## src/rtl/rcpd_pkg.sv

```systemverilog
// Package for the RC pulse channel decoder.
// Holds the field widths, reset values, register indexes and the shared types.
// No dependencies.
package rcpd_pkg;

   localparam int TimeWidth    = 32;
   localparam int PulseWidth   = 12;
   localparam int GainWidth    = 24;
   localparam int AmpWidth     = 15;
   localparam int ValueWidth   = 32;
   localparam int CsrIndexWidth = 3;
   localparam int CsrDataWidth  = 24;

   localparam logic [15:0] WidthLimit = 16'd2200;
   localparam logic [PulseWidth-1:0] WidthSubst = 12'd1500;

   localparam logic [PulseWidth-1:0] ZeroWidthReset = 12'd1500;
   localparam logic [GainWidth-1:0]  GainReset      = 24'd65536;
   localparam logic [AmpWidth-1:0]   AmpReset       = 15'd100;
   localparam logic [PulseWidth-1:0] RangeLowReset  = 12'd1500;

   // Reciprocals for the switch thresholds, exact for any 15-bit amplitude.
   localparam logic [15:0] RecipFive  = 16'd52429;
   localparam logic [15:0] RecipThree = 16'd43691;

   typedef enum logic [CsrIndexWidth-1:0] {
      CSR_CHANNEL_TYPE = 3'd0,
      CSR_ZERO_WIDTH   = 3'd1,
      CSR_UPPER_GAIN   = 3'd2,
      CSR_LOWER_GAIN   = 3'd3,
      CSR_AMPLITUDE    = 3'd4,
      CSR_TRACK_RANGE  = 3'd5
   } csr_index_type;

   typedef enum logic [1:0] {
      CHAN_PROPORTIONAL = 2'd0,
      CHAN_TWO_POSITION = 2'd1,
      CHAN_THREE_POSITION = 2'd2
   } chan_type;

   typedef logic [1:0] chan_code_type;

   typedef struct packed {
      chan_code_type               chan_mode;
      logic [PulseWidth-1:0]       zero_width_us;
      logic [GainWidth-1:0]        upper_gain;
      logic [GainWidth-1:0]        lower_gain;
      logic [AmpWidth-1:0]         amplitude;
      logic                        track_range;
   } cfg_type;

   function automatic logic [AmpWidth-1:0] div_five(input logic [AmpWidth-1:0] a);
      logic [AmpWidth+15:0] p;
      p = a * RecipFive;
      return {2'b00, p[AmpWidth+15:18]};
   endfunction

   function automatic logic [AmpWidth-1:0] div_three(input logic [AmpWidth-1:0] a);
      logic [AmpWidth+15:0] p;
      p = a * RecipThree;
      return {1'b0, p[AmpWidth+15:17]};
   endfunction

endpackage

```

## src/rtl/rcpd_csr.sv

```systemverilog
// Configuration registers of the RC pulse channel decoder.
// Depends on rcpd_pkg for the register indexes and the configuration struct.
module rcpd_csr import rcpd_pkg::*; (
   input  logic                     clock,
   input  logic                     reset,
   input  logic                     csr_write,
   input  logic [CsrIndexWidth-1:0] csr_index,
   input  logic [CsrDataWidth-1:0]  csr_data,
   output cfg_type                  cfg
);

   cfg_type cfg_ff;
   cfg_type cfg_in;

   always_comb begin
      cfg_in = cfg_ff;
      if (csr_write) begin
         case (csr_index)
            CSR_CHANNEL_TYPE: cfg_in.chan_mode     = csr_data[1:0];
            CSR_ZERO_WIDTH:   cfg_in.zero_width_us = csr_data[PulseWidth-1:0];
            CSR_UPPER_GAIN:   cfg_in.upper_gain    = csr_data[GainWidth-1:0];
            CSR_LOWER_GAIN:   cfg_in.lower_gain    = csr_data[GainWidth-1:0];
            CSR_AMPLITUDE:    cfg_in.amplitude     = csr_data[AmpWidth-1:0];
            CSR_TRACK_RANGE:  cfg_in.track_range   = csr_data[0];
            default:          cfg_in = cfg_ff;
         endcase
      end
   end

   always_ff @(posedge clock) begin
      if (reset) begin
         cfg_ff.chan_mode     <= CHAN_PROPORTIONAL;
         cfg_ff.zero_width_us <= ZeroWidthReset;
         cfg_ff.upper_gain    <= GainReset;
         cfg_ff.lower_gain    <= GainReset;
         cfg_ff.amplitude     <= AmpReset;
         cfg_ff.track_range   <= 1'b0;
      end else begin
         cfg_ff <= cfg_in;
      end
   end

   assign cfg = cfg_ff;

endmodule

```

## src/rtl/rcpd_map.sv

```systemverilog
// Value mapping of the RC pulse channel decoder: offset from neutral, then
// proportional scaling or switch thresholds. Depends on rcpd_pkg.
module rcpd_map import rcpd_pkg::*; (
   input  cfg_type                       cfg,
   input  logic [PulseWidth-1:0]         pulse_width,
   output logic signed [ValueWidth-1:0]  channel_value
);

   logic [PulseWidth:0]            offset;
   logic                           negative;
   logic [PulseWidth-1:0]          magnitude;
   logic [GainWidth-1:0]           gain;
   logic [PulseWidth+GainWidth-1:0] product;
   logic [PulseWidth+GainWidth:0]  rounded;
   logic [ValueWidth-1:0]          scaled;
   logic [ValueWidth-1:0]          amp_q8;
   logic [AmpWidth-1:0]            limit_five;
   logic [AmpWidth-1:0]            limit_three;
   logic [AmpWidth:0]              mag_ext;

   always_comb begin
      offset    = {1'b0, pulse_width} - {1'b0, cfg.zero_width_us};
      negative  = offset[PulseWidth];
      magnitude = negative ? PulseWidth'(-offset) : offset[PulseWidth-1:0];
      gain      = negative ? cfg.lower_gain : cfg.upper_gain;
      product   = magnitude * gain;
      rounded   = {1'b0, product} + (PulseWidth+GainWidth+1)'(128);
      scaled    = ValueWidth'(rounded[PulseWidth+GainWidth:8]);
      amp_q8    = ValueWidth'({cfg.amplitude, 8'd0});
      limit_five  = div_five(cfg.amplitude);
      limit_three = div_three(cfg.amplitude);
      mag_ext   = (AmpWidth+1)'(magnitude);

      case (cfg.chan_mode)
         CHAN_PROPORTIONAL: begin
            channel_value = negative ? -$signed(scaled) : $signed(scaled);
         end
         CHAN_TWO_POSITION: begin
            if (negative && (mag_ext > {1'b0, limit_five})) begin
               channel_value = -$signed(amp_q8);
            end else begin
               channel_value = $signed(amp_q8);
            end
         end
         CHAN_THREE_POSITION: begin
            if (mag_ext > {1'b0, limit_three}) begin
               channel_value = negative ? -$signed(amp_q8) : $signed(amp_q8);
            end else begin
               channel_value = '0;
            end
         end
         default: channel_value = '0;
      endcase
   end

endmodule

```

## src/rtl/rc_pulse_channel_decoder.sv

```systemverilog
// RC pulse channel decoder. Each req beat is one pin-change event. A rising
// level only records the start time; a falling level yields one rsp beat with
// the pulse width (1500 if over 2200), its mapped Q.8 value and the tracked
// width range. Every event passes an input register and, when falling, a
// result register, with the width, offset, gain multiply and rounding between
// them. With rsp not stalled the block takes one beat per cycle; rsp_valid
// rises as a falling event moves from the input register into the result
// register. While a result waits under rsp_stall, one more event can enter
// the input register, and req_stall then stays high until the result is taken.
// Depends on rcpd_pkg, rcpd_csr and rcpd_map.
module rc_pulse_channel_decoder import rcpd_pkg::*; (
   input  logic                     clock,
   input  logic                     reset,
   input  logic                     csr_write,
   input  logic [CsrIndexWidth-1:0] csr_index,
   input  logic [CsrDataWidth-1:0]  csr_data,
   input  logic                     req_valid,
   output logic                     req_stall,
   input  logic                     req_pin_level,
   input  logic [TimeWidth-1:0]     req_time_us,
   output logic                     rsp_valid,
   input  logic                     rsp_stall,
   output logic [PulseWidth-1:0]    rsp_pulse_width,
   output logic signed [ValueWidth-1:0] rsp_channel_value,
   output logic [PulseWidth-1:0]    rsp_width_min,
   output logic [PulseWidth-1:0]    rsp_width_max
);

   cfg_type cfg;

   logic                   s1_valid_ff;
   logic                   s1_level_ff;
   logic [TimeWidth-1:0]   s1_time_ff;
   logic [TimeWidth-1:0]   pulse_start_ff;
   logic [PulseWidth-1:0]  range_low_ff;
   logic [PulseWidth-1:0]  range_high_ff;
   logic [PulseWidth-1:0]  range_low_in;
   logic [PulseWidth-1:0]  range_high_in;

   logic                   out_valid_ff;
   logic [PulseWidth-1:0]  out_width_ff;
   logic signed [ValueWidth-1:0] out_value_ff;
   logic [PulseWidth-1:0]  out_min_ff;
   logic [PulseWidth-1:0]  out_max_ff;

   logic                   advance;
   logic                   accept;
   logic                   retire;
   logic [TimeWidth-1:0]   elapsed;
   logic [PulseWidth-1:0]  width;
   logic signed [ValueWidth-1:0] value;

   rcpd_csr u_csr (
      .clock     (clock),
      .reset     (reset),
      .csr_write (csr_write),
      .csr_index (csr_index),
      .csr_data  (csr_data),
      .cfg       (cfg)
   );

   rcpd_map u_map (
      .cfg           (cfg),
      .pulse_width   (width),
      .channel_value (value)
   );

   assign advance   = !out_valid_ff || !rsp_stall;
   assign req_stall = s1_valid_ff && !advance;
   assign accept    = req_valid && !req_stall;
   assign retire    = s1_valid_ff && advance;

   always_comb begin
      elapsed = s1_time_ff - pulse_start_ff;
      if (elapsed[15:0] > WidthLimit) begin
         width = WidthSubst;
      end else begin
         width = elapsed[PulseWidth-1:0];
      end
      range_low_in  = range_low_ff;
      range_high_in = range_high_ff;
      if (cfg.track_range) begin
         if (width > range_high_ff) begin
            range_high_in = width;
         end
         if (width < range_low_ff) begin
            range_low_in = width;
         end
      end
   end

   always_ff @(posedge clock) begin
      if (reset) begin
         s1_valid_ff    <= 1'b0;
         out_valid_ff   <= 1'b0;
         pulse_start_ff <= '0;
         range_low_ff   <= RangeLowReset;
         range_high_ff  <= '0;
      end else begin
         if (accept) begin
            s1_valid_ff <= 1'b1;
         end else if (retire) begin
            s1_valid_ff <= 1'b0;
         end
         if (advance) begin
            out_valid_ff <= s1_valid_ff && !s1_level_ff;
         end
         if (retire) begin
            if (s1_level_ff) begin
               pulse_start_ff <= s1_time_ff;
            end else begin
               range_low_ff  <= range_low_in;
               range_high_ff <= range_high_in;
            end
         end
      end
   end

   always_ff @(posedge clock) begin
      if (accept) begin
         s1_level_ff <= req_pin_level;
         s1_time_ff  <= req_time_us;
      end
      if (retire && !s1_level_ff) begin
         out_width_ff <= width;
         out_value_ff <= value;
         out_min_ff   <= range_low_in;
         out_max_ff   <= range_high_in;
      end
   end

   assign rsp_valid         = out_valid_ff;
   assign rsp_pulse_width   = out_width_ff;
   assign rsp_channel_value = out_value_ff;
   assign rsp_width_min     = out_min_ff;
   assign rsp_width_max     = out_max_ff;

endmodule
```

## config.mk

```make
export PLATFORM = sky130hd
export DESIGN_NAME = rc_pulse_channel_decoder
export DESIGN_NICKNAME = d
export VERILOG_FILES = /design/src/rtl/rcpd_pkg.sv /design/src/rtl/rcpd_csr.sv /design/src/rtl/rcpd_map.sv /design/src/rtl/rc_pulse_channel_decoder.sv
export SDC_FILE = /design/constraint.sdc
export NUM_CORES = 2
export LEC_CHECK = 0
export ABC_AREA = 1
export BUFFER_PORTS_ARGS = -buffer_cell sky130_fd_sc_hd__buf_2
export CAP_MARGIN = 20
export CELL_PAD_IN_SITES_DETAIL_PLACEMENT = 1
export CELL_PAD_IN_SITES_GLOBAL_PLACEMENT = 2
export CORE_MARGIN = 8
export CORE_UTILIZATION = 35
export DETAILED_ROUTE_END_ITERATION = 16
export PLACE_DENSITY = 0.83
export SETUP_SLACK_MARGIN = 0.1
export SYNTH_ARGS = -nofsm -noshare
export SYNTH_HDL_FRONTEND = slang
export SYNTH_SLANG_ARGS = --single-unit
```

## constraint.sdc

```tcl
create_clock -name clock -period 9.66 [get_ports clock]
set_clock_uncertainty 0.15 [all_clocks]
set_input_delay 1.449 -clock clock [delete_from_list [all_inputs] [get_ports clock]]
set_output_delay 1.449 -clock clock [all_outputs]
set_load 0.1 [all_outputs]
```

==> flow_summary.json <==
{
  "status": "complete, but fails checks",
  "violations": "negative setup slack",
  "clkSlewWorstSetupHoldPaths_ns": 0.06,
  "yosys.area.top_type": "fa_1",
  "rr_worst_depth": 62,
  "muxShareOfSynthArea": 0,
  "maxCapViolations": 0,
  "fp.dieH_um": 303,
  "switching_share": 0.496,
  "nets": 4982,
  "max_freq_ghz": 0.0996,
  "root_buffer": "clkbuf_16",
  "overflow": 0,
  "combPwrFrac": 0.779,
  "ant_nets": 0,
  "first_global_vias": 28800,
  "worstHoldPathCells": 2,
  "dieArea_sq_mm": 0.0916,
  "worstPathRequired_ns": 9.83,
  "crit_fanout": 4,
  "antenna_found_initial": 14,
  "path_class": "register to register",
  "drt_wl_total_um": 109000,
  "layout-drive-gt1-share": 0.312,
  "avgSynthCellArea_sq_um": 8.04,
  "ys_seq_elements": 205,
  "worstSkewPairLatency_ns": 0.59,
  "start_util": 0.352,
  "vias": 26700,
  "setup_viol": 23,
  "hold_start": "u_csr.cfg[36]",
  "cts_tree": "built",
  "ctsHtreeMaxLevel": 1,
  "synthXorXnorAreaFrac": 0.0255,
  "rr_startpoint": "s1_time_ff[0]",
  "worstHoldPathType": "register to register",
  "wl_per_cell_um": 20.5,
  "cts_buffer_depth": 3,
  "fin_crit_ns": 10.04,
  "gp_congestion": 0.914,
  "multi_input_area_sq_mm": 0.0234,
  "max_slew_margin": 0.267,
  "yosys.area_share.simple": 0.166,
  "first_pass_iters": 6,
  "cp.arrival_ns": 10.21,
  "postSynthCellCount": 3573,
  "core_area_sq_mm": 0.0817,
  "synth_top_area_share": 0.240,
  "regArea_sq_mm": 0.00495,
  "ios": 135,
  "nFillCells": 9599,
  "dp_hpwl_um": 80800,
  "dp.cells": 5091,
  "cts.sinks": 205,
  "p_per_area_mw_per_mm2": 257,
  "switching_power_uw": 4990,
  "io_buffers": 118,
  "seq_power_share": 0.102,
  "synth.top_cells.by_area": "fa_1, ha_1, inv_1",
  "hold_path_end": "u_csr.cfg[36]",
  "synth_async_sr_flop_share": 0,
  "synth_top_family_by_area": "adder cells",
  "rows": 105,
  "slew_viol_final": 0,
  "syn_nets": 4362,
  "finalHoldViolations": 0,
  "synth_seq_area_share": 0.172,
  "final_cells": 5293,
  "cp-startpoint": "s1_time_ff[0]",
  "end_kind": "register",
  "synth_edf_count": 85,
  "grt_pass1_wl_um": 160000,
  "syn-cell-area_sq_mm": 0.0287,
  "die_w_um": 303,
  "area_growth_pct": 35.9,
  "vias_per_cell": 5.05,
  "fin_ws_ns": -0.381,
  "slowest_delay_ns": 0.57,
  "hold_buffers": 0,
  "hold_slack_ns": 0.307,
  "p_int_uw": 5060,
  "rsz0062_at_grt": "true",
  "period_share": 1.04,
  "clockPowerShare": 0.118,
  "grt_usage": 0.223,
  "synth_ff_type": "dfxtp_1",
  "synth_compound_area_frac": 0.115,
  "cts_buffers": 28,
  "worstMarginPinSlew_ns": 1.09,
  "grt_max_degree": 77,
  "synth-adder-area-share": 0.405,
  "route.detailed.drc": 0,
  "synth_cell_types": 59,
  "slowest_stage": "fa_1",
  "reg2reg_to": "rsp_channel_value[22]",
  "ir_worst_vdd_v": 0.000169,
  "synth_warnings": 0,
  "drt-initial-drc-count": 1262,
  "cp-start-kind": "register",
  "leakage_uw": 0.0186,
  "r2r_setup_slack_ns": -0.38,
  "cp_common_cell": "buf_4"
}
## area by class of cell
cell class,count,area share
Clock inverter,19,0.00820
Inverter,773,0.0758
Antenna cell,8,0.000513
Sequential cell,205,0.127
Clock buffer,33,0.0187
Tap cell,1070,0.0343
Timing Repair Buffer,666,0.137
Multi-Input combinational cell,2519,0.598
## flip-flops by register name, indices dropped and copies added (netlist names)
name               count
rsp_valid              1
range_low_ff          12
rsp_channel_value     32
rsp_pulse_width       12
rsp_width_min         12
u_csr.cfg             78
s1_valid_ff            1
s1_level_ff            1
range_high_ff         12
s1_time_ff            16
rsp_width_max         12
pulse_start_ff        16
## cell families (layout without fill, tap and decap cells)
logic type                 after synthesis  after routing
DFF                                    205            205
and+or+nand+nor                       1144           1145
other                                    0              8
buffers and inverters                  850           1491
adders and majority gates              724            724
AOI/OAI and AO/OA                      569            569
xor gates and xnor gates                81             81
## critical path, delay by kind of cell (launching register included)
family                   cells  cell delay [ns]
AO/OA/AOI/OAI                6             0.82
XOR/XNOR                     2             0.47
adder cells (fa/ha/maj)      7             3.00
buffers and inverters       22             2.42
flip-flops                   1             0.39
AND/OR/NAND/NOR             25             2.51
## power groups by stage
stage	Clock (uW)	Combinational (uW)	Sequential (uW)
final	1190	7830	1030
after global routing	1250	8450	1040
after CTS	1220	6860	1030
after detailed placement	0	5760	1050
after global placement	0	5630	1050
after floorplan	0	3200	1230
## synth_stat cells (12+ instances only)
| library cell | number |
|---|---|
| nand3_1 | 113 |
| a21oi_1 | 259 |
| o21a_1 | 12 |
| ha_1 | 379 |
| nor2_1 | 298 |
| nand2_2 | 25 |
| o211ai_1 | 36 |
| inv_1 | 747 |
| nand4_1 | 25 |
| edfxtp_1 | 85 |
| buf_2 | 19 |
| o21ai_0 | 185 |
| inv_2 | 23 |
| xor2_1 | 54 |
| clkbuf_1 | 35 |
| fa_1 | 345 |
| nor3_1 | 22 |
| dfxtp_1 | 120 |
| o21bai_1 | 14 |
| nand2_1 | 619 |
| o21ai_4 | 12 |
| xnor2_1 | 24 |
## through the flow
| stage | area (sq um) | setup TNS (ns) | setup slack (ns) | utilization | total power, uW |
|---|---|---|---|---|---|
| 2_1_floorplan | 28700 | 0 | 0.139 | - | 4430 |
| 3_3_place_gp | 33400 | -14.41 | -0.708 | 0.409 | 6680 |
| 3_5_place_dp | 33400 | -18.93 | -0.890 | 0.409 | 6810 |
| 4_1_cts | 37300 | -0.00932 | -0.00932 | 0.456 | 9100 |
| 5_1_grt | 39000 | -16.85 | -0.833 | 0.478 | 10700 |
| 6_report | 39100 | -5.31 | -0.381 | 0.478 | 10100 |
## repair_timing
action                                 in CTS  in global routing
endpoints found under the hold margin       0                  0
setup endpoints to repair                  29                 29
gates cloned                                7                  0
pin swaps                                 235                162
setup buffers                              87                 52
resized for setup                         458                359
## worst max-delay path by stage
| stage | end | depth (start not counted) |
|---|---|---|
| 2_1_floorplan | rsp_channel_value[20] | 57 |
| 3_3_place_gp | rsp_channel_value[26] | 55 |
| 3_5_place_dp | rsp_channel_value[31] | 61 |
| 4_1_cts | rsp_channel_value[25] | 58 |
| 5_1_grt | rsp_channel_value[28] | 60 |
| 6_report | rsp_channel_value[22] | 62 |
## layer usage
metal	share of wire	up-vias	wire, um	track usage
met5	0.00070	-	76	0
met4	0.036	12	3880	0.0617
met3	0.040	216	4300	0.0252
met2	0.51	535	55400	0.405
met1	0.41	13400	44800	0.278
li1	-	12500	-	-
## cell usage in the layout, fill, tap and decap left out, types with 10 or more instances in the layout
cell / n
nand4_1: 25
o21ai_1: 18
ha_4: 31
fa_1: 320
nor3_1: 11
nand3_2: 34
xor2_2: 12
dfxtp_1: 120
nor2_1: 213
a21oi_4: 25
inv_1: 678
o21ai_0: 156
o21ai_4: 21
nand2_2: 92
clkbuf_16: 28
xor2_1: 36
buf_6: 65
ha_1: 343
nand2_1: 505
buf_2: 118
inv_2: 75
nand3_1: 70
o21ai_2: 16
inv_4: 13
nor2_2: 45
buf_12: 21
buf_4: 451
nand2_4: 44
edfxtp_1: 85
a21oi_2: 43
nand3b_1: 10
nand3_4: 13
a21oi_1: 194
fa_2: 25
xnor2_1: 16
o21a_1: 11
o211ai_1: 36
nor2_4: 44
No activity file was read; power rests on OpenSTA's default activity.
